[src/design/dq_pkg.sv]
// Shared types and constants for the bounded deque.
package dq_pkg;

  // Fixed widths of the channel fields and the capacity register.
  localparam int unsigned PUSH_BITS = 32;
  localparam int unsigned CAP_BITS  = 8;
  localparam logic [CAP_BITS-1:0] CAP_RESET = 8'd128;

  // Request operation codes.
  typedef enum logic [1:0] {
    OP_PUSH_FRONT = 2'd0,
    OP_PUSH_BACK  = 2'd1,
    OP_POP_FRONT  = 2'd2,
    OP_POP_BACK   = 2'd3
  } op_e;

  // Result status codes.
  typedef enum logic [1:0] {
    ST_PUSHED = 2'd0,
    ST_FULL   = 2'd1,
    ST_POPPED = 2'd2,
    ST_EMPTY  = 2'd3
  } status_e;

  // Controller states.
  typedef enum logic {
    S_IDLE = 1'b0,
    S_RESP = 1'b1
  } state_e;

  // Commands from the controller to the datapath.
  typedef struct packed {
    logic take;    // latch the status code of the incoming item
    logic commit;  // perform the push or pop on the store and pointers
  } ctrl_cmd_t;

  // Status from the datapath to the controller.
  typedef struct packed {
    logic is_pop;
    logic full;
    logic empty;
  } dp_flags_t;

endpackage

[src/design/dq_req_if.sv]
// Request channel: operation and push value with a valid/ready handshake.
interface dq_req_if;
  logic                                  valid;
  logic                                  ready;
  dq_pkg::op_e                           operation;
  logic signed [dq_pkg::PUSH_BITS-1:0]   push_value;

  modport source (output valid, output operation, output push_value, input ready);
  modport sink   (input valid, input operation, input push_value, output ready);
endinterface

[src/design/dq_rsp_if.sv]
// Result channel: status and popped value with a valid/ready handshake.
interface dq_rsp_if #(
  parameter int unsigned VALUE_BITS = 32
);
  logic                         valid;
  logic                         ready;
  dq_pkg::status_e              status;
  logic signed [VALUE_BITS-1:0] popped_value;

  modport source (output valid, output status, output popped_value, input ready);
  modport sink   (input valid, input status, input popped_value, output ready);
endinterface

[src/design/dq_ctrl.sv]
// Controller state machine: sequences accept, commit and result delivery.
module dq_ctrl (
  input  logic               clk_i,
  input  logic               rst_ni,
  input  logic               req_valid_i,
  output logic               req_ready_o,
  output logic               rsp_valid_o,
  input  logic               rsp_ready_i,
  input  dq_pkg::dp_flags_t  flags_i,
  output dq_pkg::ctrl_cmd_t  cmd_o
);

  dq_pkg::state_e state_q, state_d;

  // State register.
  always_ff @(posedge clk_i or negedge rst_ni) begin
    if (!rst_ni) begin
      state_q <= dq_pkg::S_IDLE;
    end else begin
      state_q <= state_d;
    end
  end

  // Next state and outputs.
  always_comb begin
    state_d     = state_q;
    req_ready_o = 1'b0;
    rsp_valid_o = 1'b0;
    cmd_o       = '0;
    case (state_q)
      dq_pkg::S_IDLE: begin
        req_ready_o = 1'b1;
        if (req_valid_i) begin
          cmd_o.take   = 1'b1;
          // A push commits unless full, a pop unless empty.
          cmd_o.commit = flags_i.is_pop ? !flags_i.empty : !flags_i.full;
          state_d      = dq_pkg::S_RESP;
        end
      end
      dq_pkg::S_RESP: begin
        rsp_valid_o = 1'b1;
        if (rsp_ready_i) begin
          state_d = dq_pkg::S_IDLE;
        end
      end
      default: begin
        state_d = dq_pkg::S_IDLE;
      end
    endcase
  end

endmodule

[src/design/dq_dpath.sv]
// Datapath: circular element store, front index, count and capacity limit.
module dq_dpath #(
  parameter int unsigned DEPTH      = 128,
  parameter int unsigned VALUE_BITS = 32
) (
  input  logic                                 clk_i,
  input  logic                                 rst_ni,
  input  logic                                 cfg_we_i,
  input  logic [dq_pkg::CAP_BITS-1:0]          cfg_wdata_i,
  input  dq_pkg::op_e                          operation_i,
  input  logic signed [dq_pkg::PUSH_BITS-1:0]  push_value_i,
  input  dq_pkg::ctrl_cmd_t                    cmd_i,
  output dq_pkg::dp_flags_t                    flags_o,
  output dq_pkg::status_e                      status_o,
  output logic signed [VALUE_BITS-1:0]         popped_value_o
);

  localparam int unsigned IW = (DEPTH > 1) ? $clog2(DEPTH) : 1;
  localparam int unsigned CW = $clog2(DEPTH + 1);
  localparam int unsigned SW = IW + 1;
  localparam int unsigned LW = (CW > dq_pkg::CAP_BITS) ? CW : dq_pkg::CAP_BITS;

  logic [VALUE_BITS-1:0]       mem_q [DEPTH];
  logic [VALUE_BITS-1:0]       rd_q;
  logic [IW-1:0]               front_q, front_d;
  logic [CW-1:0]               count_q, count_d;
  logic [dq_pkg::CAP_BITS-1:0] cap_q;
  dq_pkg::status_e             status_q, status_d;

  logic [LW-1:0]         limit;
  logic                  is_pop, is_front;
  logic [CW-1:0]         offset;
  logic [SW-1:0]         sum;
  logic [IW-1:0]         wrap_addr, front_dec, front_inc, addr;
  logic [VALUE_BITS-1:0] wr_value;

  // Capacity limit and queue flags.
  always_comb begin
    limit = (LW'(cap_q) > LW'(DEPTH)) ? LW'(DEPTH) : LW'(cap_q);
    is_pop   = (operation_i == dq_pkg::OP_POP_FRONT) ||
               (operation_i == dq_pkg::OP_POP_BACK);
    is_front = (operation_i == dq_pkg::OP_PUSH_FRONT) ||
               (operation_i == dq_pkg::OP_POP_FRONT);
    flags_o.is_pop = is_pop;
    flags_o.full   = LW'(count_q) >= limit;
    flags_o.empty  = count_q == '0;
  end

  // Slot addresses with wrap-around at DEPTH.
  always_comb begin
    if (is_front) begin
      offset = '0;
    end else if (is_pop) begin
      offset = count_q - CW'(1);
    end else begin
      offset = count_q;
    end
    sum       = SW'(front_q) + SW'(offset);
    wrap_addr = (sum >= SW'(DEPTH)) ? IW'(sum - SW'(DEPTH)) : IW'(sum);
    front_dec = (front_q == '0) ? IW'(DEPTH - 1) : front_q - IW'(1);
    front_inc = (front_q == IW'(DEPTH - 1)) ? '0 : front_q + IW'(1);
    addr      = (operation_i == dq_pkg::OP_PUSH_FRONT) ? front_dec : wrap_addr;
    wr_value  = VALUE_BITS'(push_value_i);
  end

  // Pointer, count and status updates.
  always_comb begin
    front_d  = front_q;
    count_d  = count_q;
    status_d = status_q;
    if (cmd_i.take) begin
      if (is_pop) begin
        status_d = flags_o.empty ? dq_pkg::ST_EMPTY : dq_pkg::ST_POPPED;
      end else begin
        status_d = flags_o.full ? dq_pkg::ST_FULL : dq_pkg::ST_PUSHED;
      end
    end
    if (cmd_i.commit) begin
      case (operation_i)
        dq_pkg::OP_PUSH_FRONT: begin
          front_d = front_dec;
          count_d = count_q + CW'(1);
        end
        dq_pkg::OP_PUSH_BACK: begin
          count_d = count_q + CW'(1);
        end
        dq_pkg::OP_POP_FRONT: begin
          front_d = front_inc;
          count_d = count_q - CW'(1);
        end
        dq_pkg::OP_POP_BACK: begin
          count_d = count_q - CW'(1);
        end
        default: begin
          count_d = count_q;
        end
      endcase
    end
  end

  // Control registers.
  always_ff @(posedge clk_i or negedge rst_ni) begin
    if (!rst_ni) begin
      front_q  <= '0;
      count_q  <= '0;
      cap_q    <= dq_pkg::CAP_RESET;
      status_q <= dq_pkg::ST_PUSHED;
    end else begin
      front_q  <= front_d;
      count_q  <= count_d;
      status_q <= status_d;
      if (cfg_we_i) begin
        cap_q <= cfg_wdata_i;
      end
    end
  end

  // Element store: one write or one registered read per item.
  always_ff @(posedge clk_i) begin
    if (cmd_i.commit) begin
      if (is_pop) begin
        rd_q <= mem_q[addr];
      end else begin
        mem_q[addr] <= wr_value;
      end
    end
  end

  // Result fields; the value is zero unless an element was removed.
  assign status_o       = status_q;
  assign popped_value_o = (status_q == dq_pkg::ST_POPPED) ? rd_q : '0;

endmodule

[src/design/bounded_deque_core.sv]
// Top level of the bounded double-ended queue.
//
//   Channel   Direction  Handshake          Payload
//   req       in         valid/ready        operation, push_value
//   rsp       out        valid/ready        status, popped_value
//   cfg       in         cfg_we_i           cfg_wdata_i (capacity)
//
// An item is taken in the idle state and its result is shown from the next cycle
// until taken. The controller takes no new item while a result is shown, so the
// block cannot take a new item before the last result is taken; the store and the
// pointers finish their work at the accepting edge. A stalled result holds the block.
// Reset empties the queue and sets the capacity to 128; the store is not cleared.
module bounded_deque_core #(
  parameter int unsigned DEPTH      = 128,
  parameter int unsigned VALUE_BITS = 32
) (
  input  logic                        clk_i,
  input  logic                        rst_ni,
  input  logic                        cfg_we_i,
  input  logic [dq_pkg::CAP_BITS-1:0] cfg_wdata_i,
  dq_req_if.sink                      req,
  dq_rsp_if.source                    rsp
);

  dq_pkg::ctrl_cmd_t cmd;
  dq_pkg::dp_flags_t flags;

  // Controller.
  dq_ctrl u_ctrl (
    .clk_i       (clk_i),
    .rst_ni      (rst_ni),
    .req_valid_i (req.valid),
    .req_ready_o (req.ready),
    .rsp_valid_o (rsp.valid),
    .rsp_ready_i (rsp.ready),
    .flags_i     (flags),
    .cmd_o       (cmd)
  );

  // Datapath.
  dq_dpath #(
    .DEPTH      (DEPTH),
    .VALUE_BITS (VALUE_BITS)
  ) u_dpath (
    .clk_i          (clk_i),
    .rst_ni         (rst_ni),
    .cfg_we_i       (cfg_we_i),
    .cfg_wdata_i    (cfg_wdata_i),
    .operation_i    (req.operation),
    .push_value_i   (req.push_value),
    .cmd_i          (cmd),
    .flags_o        (flags),
    .status_o       (rsp.status),
    .popped_value_o (rsp.popped_value)
  );

endmodule

[src/flat_wrapper.sv]
// flat-port wrapper written by rule: the top's interface ports become plain ports
module bounded_deque_core_flat 
#(
  parameter int unsigned DEPTH      = 128,
  parameter int unsigned VALUE_BITS = 32
)
  (clk_i, rst_ni, cfg_we_i, cfg_wdata_i, req_valid, req_operation, req_push_value, req_ready, rsp_valid, rsp_status, rsp_popped_value, rsp_ready);
  dq_req_if req_i ();
  dq_rsp_if #(.VALUE_BITS(VALUE_BITS)) rsp_i ();
  input  logic clk_i;
  input  logic rst_ni;
  input  logic cfg_we_i;
  input  logic [dq_pkg::CAP_BITS-1:0] cfg_wdata_i;
  input wire logic [$bits(req_i.valid)-1:0] req_valid;
  input wire logic [$bits(req_i.operation)-1:0] req_operation;
  input wire logic [$bits(req_i.push_value)-1:0] req_push_value;
  output wire logic [$bits(req_i.ready)-1:0] req_ready;
  output wire logic [$bits(rsp_i.valid)-1:0] rsp_valid;
  output wire logic [$bits(rsp_i.status)-1:0] rsp_status;
  output wire logic [$bits(rsp_i.popped_value)-1:0] rsp_popped_value;
  input wire logic [$bits(rsp_i.ready)-1:0] rsp_ready;
  assign req_i.valid = req_valid;
  assign req_i.operation = req_operation;
  assign req_i.push_value = req_push_value;
  assign req_ready = req_i.ready;
  assign rsp_valid = rsp_i.valid;
  assign rsp_status = rsp_i.status;
  assign rsp_popped_value = rsp_i.popped_value;
  assign rsp_i.ready = rsp_ready;
  bounded_deque_core #(.DEPTH(DEPTH), .VALUE_BITS(VALUE_BITS)) u_core (.clk_i(clk_i), .rst_ni(rst_ni), .cfg_we_i(cfg_we_i), .cfg_wdata_i(cfg_wdata_i), .req(req_i), .rsp(rsp_i));
endmodule
[config.mk]
export PLATFORM = sky130hd
export DESIGN_NAME = bounded_deque_core_flat
export DESIGN_NICKNAME = d
export VERILOG_FILES = /design/src/design/dq_pkg.sv /design/src/design/dq_req_if.sv /design/src/design/dq_rsp_if.sv /design/src/design/dq_ctrl.sv /design/src/design/dq_dpath.sv /design/src/design/bounded_deque_core.sv /design/src/flat_wrapper.sv
export SDC_FILE = /design/constraint.sdc
export NUM_CORES = 2
export LEC_CHECK = 0
export ABC_CLOCK_PERIOD_IN_PS = 15900
export BUFFER_PORTS_ARGS = -buffer_cell sky130_fd_sc_hd__clkbuf_2
export CAP_MARGIN = 10
export CORE_MARGIN = 2
export CORE_UTILIZATION = 55
export DETAILED_ROUTE_END_ITERATION = 10
export PLACE_DENSITY = 0.71
export SLEW_MARGIN = 10
export SYNTH_ARGS = -nofsm -noshare
export SYNTH_HDL_FRONTEND = slang
export SYNTH_HIERARCHICAL = 1
export SYNTH_SLANG_ARGS = --single-unit
[constraint.sdc]
create_clock -name clk_i -period 15.9 [get_ports clk_i]
set_clock_uncertainty 0.05 [all_clocks]
set_input_delay 1.59 -clock clk_i [delete_from_list [all_inputs] [get_ports clk_i]]
set_output_delay 1.59 -clock clk_i [all_outputs]
set_load 0.01 [all_outputs]
Word level (Yosys, flattened, before mapping)
Memory sizes are Yosys's and may differ from the RTL's. A register that Yosys moved wholly into a read port is not among the register bits.
Index checks and enable logic that the tools add are counted.
{"block": "classes", "add_sub_neg": 6, "n_mul": 0, "n_div": 0, "magnitude_cmp": 3, "n_eq_ne": 5, "n_shift": 0, "mux": 24, "bitwise_logic": 1, "n_reduce_logical": 12}
{"cell": "two-way mux 32 bit", "n": 1}
{"cell": "two-way mux 7 bit", "n": 4}
{"cell": "two-way mux 8 bit", "n": 3}
{"cell": "one-hot mux 8 bit (2 select lines)", "n": 1}
{"cell": "one-hot mux 7 bit (2 select lines)", "n": 1}
{"cell": "subtractor 7 x 1 -> 7 bit, second input constant", "n": 2}
{"cell": "two-way mux 1 bit", "n": 10}
{"cell": "adder 7 x 8 -> 8 bit", "n": 1}
{"cell": "adder 8 x 1 -> 8 bit, second input constant", "n": 1}
{"cell": "greater-or-equal comparator 8 bit", "n": 1}
{"cell": "greater-or-equal comparator 8 bit, second input constant", "n": 1}
{"cell": "greater-than comparator 8 bit, second input constant", "n": 1}
{"cell": "zero test 8 bit", "n": 1}
{"cell": "subtractor 8 x 1 -> 8 bit, second input constant", "n": 1}
{"cell": "adder 7 x 1 -> 7 bit, second input constant", "n": 1}
{"cell": "equality test 7 bit, second input constant", "n": 1}
{"cell": "zero test 7 bit", "n": 1}
{"cell": "equality test 2 bit, second input constant", "n": 3}
{"cell": "two-way mux 2 bit", "n": 3}
{"cell": "AND reduction 2 bit", "n": 2}
{"cell": "OR reduction 2 bit", "n": 2}
{"cell": "equality test 2 x 1 -> 1 bit, second input constant", "n": 1}
{"cell": "zero test 1 bit", "n": 2}
{"cell": "zero test 2 bit", "n": 1}
{"cell": "4 further kinds", "n": 5}
{"block": "word_totals", "regBits": 26, "latch_bits": 0, "ram_bits": 4096, "romBits": 0, "memories": 1}
{"memory": "u_core.u_dpath.mem_q", "words": 128, "word_bits": 32, "read_ports": 1, "rd_clocked_by_memory_dff": 1, "write_ports": 1, "line": "dq_dpath.sv:23", "source": "logic [VALUE_BITS-1:0] mem_q [DEPTH];"}

Depth between registers and ports, before layout
{"block": "logic_depth", "depth_word": 9, "mapped_depth": 18}

Modules after synthesis
Netlist, hierarchy kept.
{"mod": "dq_dpath", "n_inst": 1, "cells_per_inst": 9124, "area_each_um2": 161075.7, "seq_area_each_um2": 124585.7}
{"mod": "dq_ctrl", "n_inst": 1, "cells_per_inst": 6, "area_each_um2": 66.3, "seq_area_each_um2": 25.0}

Worst setup path before layout
No wires, ideal clock.
{"block": "synth_path", "path_kind": "input port to flip-flop", "startpoint": "input port req_operation[1]", "endpoint": "memory u_core.u_dpath.mem_q[101][0] (enable)", "setup_time_ns": 0.421, "t_arrival_ns": 5.792, "required_time_ns": 15.429, "slack_ns": 9.637, "cell_stages": 13, "n_path_buf": 1, "path_cell_list": "clkbuf_2 -> nand2b_1 -> or3_1 -> or3_2 -> xnor2_1 -> and2_1 -> ha_1 -> a21oi_1 -> nand2_1 -> xor2_2 -> a211oi_4 -> nand2_1 -> nor2_1"}
{"block": "synth_between", "elab_chain_cells": 8}
{"element": "start, declared", "line": "flat_wrapper.sv:15", "source": "input wire logic [$bits(req_i.operation)-1:0] req_operation;"}
{"element": "equality test 2 bit, on equally long branches", "line": "dq_dpath.sv:40, dq_dpath.sv:43, dq_dpath.sv:41"}
{"element": "logical OR 1 bit", "line": "dq_dpath.sv:40", "source": "is_pop = (operation_i == dq_pkg::OP_POP_FRONT) ||"}
{"element": "two-way mux 8 bit", "line": "dq_dpath.sv:53", "source": "end else if (is_pop) begin"}
{"element": "two-way mux 8 bit", "line": "dq_dpath.sv:51", "source": "if (is_front) begin"}
{"element": "adder 7 x 8 -> 8 bit", "line": "dq_dpath.sv:58", "source": "sum = SW'(front_q) + SW'(offset);"}
{"element": "subtractor 7 x 1 -> 7 bit / greater-or-equal comparator 8 bit (equally long branches)", "line": "dq_dpath.sv:59", "source": "wrap_addr = (sum >= SW'(DEPTH)) ? IW'(sum - SW'(DEPTH)) : IW'(sum);"}
{"element": "two-way mux 7 bit", "line": "dq_dpath.sv:59"}
{"element": "two-way mux 7 bit", "line": "dq_dpath.sv:62", "source": "addr = (operation_i == dq_pkg::OP_PUSH_FRONT) ? front_dec : wrap_addr;"}
{"element": "end, declared", "line": "dq_dpath.sv:23"}
Several ways; a longest one is shown, not always the timed one.

Worst setup path in the final report
{"block": "layout_path", "startpoint": "input port req_operation[1]", "endpoint": "register u_core.u_dpath.rd_q[1], read port of u_core.u_dpath.mem_q, data pin"}
{"block": "layout_between", "elab_chain_cells": 8}
{"element": "equality test 2 bit, on equally long branches", "line": "dq_dpath.sv:40, dq_dpath.sv:43, dq_dpath.sv:41"}
{"element": "logical OR 1 bit", "line": "dq_dpath.sv:40"}
{"element": "two-way mux 8 bit", "line": "dq_dpath.sv:53"}
{"element": "two-way mux 8 bit", "line": "dq_dpath.sv:51"}
{"element": "adder 7 x 8 -> 8 bit", "line": "dq_dpath.sv:58"}
{"element": "subtractor 7 x 1 -> 7 bit / greater-or-equal comparator 8 bit (equally long branches)", "line": "dq_dpath.sv:59"}
{"element": "two-way mux 7 bit", "line": "dq_dpath.sv:59"}
{"element": "two-way mux 7 bit", "line": "dq_dpath.sv:62"}
{"element": "end, declared", "line": "dq_dpath.sv:24", "source": "logic [VALUE_BITS-1:0] rd_q;"}
Several ways; a longest one is shown, not always the timed one.
A chain may end at the register's enable or synchronous reset.

==> flow_metrics.tcl <==
set metrics [dict create \
    fin_crit_sh 0.474 \
    intPower_mw 22.8 \
    max_stage_delay_ns 1.18 \
    seq_area_frac_synth 0.773 \
    clock_path_buffers 4 \
    grt_usage 0.287 \
    via_count 88700 \
    slew_viol_final 0 \
    setup_viol 0 \
    dp_slack_ns 7.71 \
    grt_max_degree 129 \
    start_util 0.553 \
    async_flop_share 0.00626 \
    path_buf_inv 4 \
    numClockSinks 4154 \
    min_period_ns 7.54 \
    clock_latency_ns 0.93 \
    hold_viol 0 \
    reg2reg_slack_ns 8.96 \
    min_from "u_core/u_dpath/cap_q[0]" \
    cp-startpoint "req_operation[1]" \
    syn_area_um2 161000 \
    syn-num-nets 9199 \
    path_cells "clkbuf_2 -> ha_1 -> nor2b_1 -> ha_1 -> inv_1 -> fa_1 -> xor2_1 -> o32a_2 -> buf_12 -> buf_4 -> o22ai_1 -> nor2_1 -> o22ai_1 -> o21ai_1 -> nand4_1" \
    synth.distinct_cells 70 \
    holdBufCountCts 0 \
    clkPwrFrac 0.251 \
    drt_iter0_drc 12000 \
    pin_count 83 \
    synth_cells 9130 \
    crit_type "in2reg" \
    syn_to_final_growth_pct 12.1 \
    vdd_drop_max_uv 409 \
    ant_nets 0 \
    grt.overflow.total 0 \
    synth.most_common_cell "edfxtp_1" \
    end_kind "register" \
    cts_max_level 5 \
    synth_top_area_share 0.769 \
    rows 198 \
    grt_pass1_vias 85900 \
    crit_arrival_ns 8.10 \
    hpwl_um 241000 \
    powerDensity_nw_per_um2 210 \
    core_um2 291000 \
    die_h_um 545 \
    drt_first_pass_iters 9 \
    p_leak_nw 61.9 \
    setup_ws_ns 8.36 \
    hold_path_class "reg2reg" \
    ctsResizeCount 0 \
    drc 0 \
    drive_above_1_share 0.117 \
    synth_top_area_cell "edfxtp_1" \
    numCtsBuffers 409 \
    r2r_start "u_core/u_dpath/count_q[0]" \
    crit_family "compound AO/OA/AOI/OAI gates" \
    path_clk_slew_ns 0.06 \
    cts-root-buf "clkbuf_16" \
    fin_nets 9414 \
    synth_area_leaders "edfxtp_1 (77%), mux2i_1 (13%), o22ai_1 (5.0%)" \
    status "complete, no violations" \
    rsz0062_at_grt "false" \
    postLayoutCoreUtil 0.620 \
    grt_pass1_wl_um 616000 \
    synth_edf_count 4128 \
    synth_ff_type "edfxtp_1" \
    p_sw_mw 15.1 \
    hold_slack_ns 0.454 \
    ys_warn_count 6 \
    p_seq_frac 0.328 \
    cp.required_ns 16.45 \
    wire_per_inst_um 32.0 \
    crit_slowest_cell "o21ai_1" \
    total_power_mw 37.9 \
    relSlewSlack 0.0551 \
    netlist_top_cells_count "edfxtp_1 (4,128), mux2i_1 (2,049), o22ai_1 (1,284)" \
    comb_power_share 0.421 \
    grt_antenna_before_repair 43 \
    tightest_slew_ns 1.41 \
    swShare 0.398 \
    synth.avg_cell_area_um2 17.6 \
    gp_congestion 0.871 \
    cp-start-kind "primary input" \
    cp_max_fo 75 \
    drt_wl_total_um 437000 \
    maxCapViolations 0 \
    die_w_um 545 \
    die-area_um2 297000 \
    ys_seq_elements 4154 \
    cts_tree "done" \
    fmax_mhz 133 \
    port_buffers 82 \
    drt-vias-per-instance 6.50 \
    post_cts_buffers 0 \
    tns_ns 0 \
]
## stage by stage
step / cells / instance area (µm²)
CTS: 13600 / 180000
floorplan: 9130 / 161000
finish: 13700 / 181000
global route: 13600 / 181000
global placement: 12800 / 167000
detailed placement: 12800 / 167000
## registers in the layout (all words and copies together) (netlist names)
name,cells
u_core/u_dpath/mem_q,4096
u_core/u_dpath/rd_q,32
u_core/u_dpath/cap_q,8
u_core/u_dpath/count_q,8
u_core/u_dpath/front_q,7
u_core/u_dpath/status_o,2
u_core/u_ctrl/state_q,1
## power by group through the flow
stage | combinational (mW) | sequential, mW | clock [mW]
6_report | 15.9 | 12.4 | 9.50
5_1_grt | 16.5 | 12.4 | 10.0
3_3_place_gp | 15.3 | 12.6 | 0
3_5_place_dp | 15.6 | 12.6 | 0
2_1_floorplan | 9.85 | 12.5 | 0
4_1_cts | 15.7 | 12.4 | 9.57
## worst register-to-register path: stages, from the launching register on
cell and delay (ns):
dfrtp_1 0.41, inv_1 0.24, ha_1 0.29, nor2b_1 0.15
ha_1 0.19, inv_1 0.06, fa_1 0.46, xor2_1 0.36
o32a_2 0.80, buf_12 0.44, buf_4 0.89, o22ai_1 0.21
nor2_1 0.33, o22ai_1 0.33, o21ai_1 1.19, nand4_1 0.25
## path summary, 6_finish.rpt
path / to / depth (start not counted)
worst max-delay path: u_core/u_dpath/rd_q[1] / 15
max in group asynchronous: u_core/u_dpath/count_q[4] / 1
worst min register to register: u_core/u_dpath/cap_q[0] / 1
min in group asynchronous: u_core/u_dpath/count_q[7] / 1
worst max register to register: u_core/u_dpath/rd_q[1] / 15
worst min-delay path: u_core/u_dpath/cap_q[0] / 1
## cell families (layout without fill, tap and decap cells)
group,Yosys count,in the layout,share of synthesized area
muxes,2058,2058,0.128
xor gates and xnor gates,20,20,0.00118
other,0,85,0
buffers and inverters,565,1108,0.0168
AOI/OAI and AO/OA,1486,1486,0.0577
DFF,4154,4154,0.773
and+or+nand+nor,825,825,0.0214
adders and majority gates,22,22,0.00175
## layout by cell type (no fill, tap or decap), types with 48 or more instances in the layout
cell | Yosys | routed
o21ai_0 | 67 | 48
diode_2 | 0 | 85
clkbuf_16 | 0 | 416
nor2_4 | 0 | 128
nor2_1 | 650 | 519
o21ai_1 | 58 | 75
o22ai_1 | 1284 | 1284
buf_4 | 3 | 278
clkbuf_2 | 1 | 50
clkinv_2 | 0 | 70
clkbuf_1 | 177 | 74
mux2i_1 | 2049 | 2049
edfxtp_1 | 4128 | 4128
clkinv_1 | 1 | 101
## final cells by class
class                           instances  area [µm²]
Clock inverter                        242        2340
Inverter                               14        52.6
Tap cell                             3900        4880
Antenna cell                           85         213
Multi-Input combinational cell       4411       34900
Timing Repair Buffer                  355        2830
Clock buffer                          497       10800
Sequential cell                      4154      125000
Fill cell                           20300      111000
## metal layers
| layer | vias to the layer above | part of all wire | global-route usage |
|---|---|---|---|
| li1 | 37200 | - | - |
| met4 | 16 | 0.053 | 0.140 |
| met5 | - | 0.00026 | 0 |
| met1 | 45500 | 0.38 | 0.391 |
| met2 | 5225 | 0.47 | 0.449 |
| met3 | 885 | 0.10 | 0.0528 |
Power figures use the tool's default switching activity.
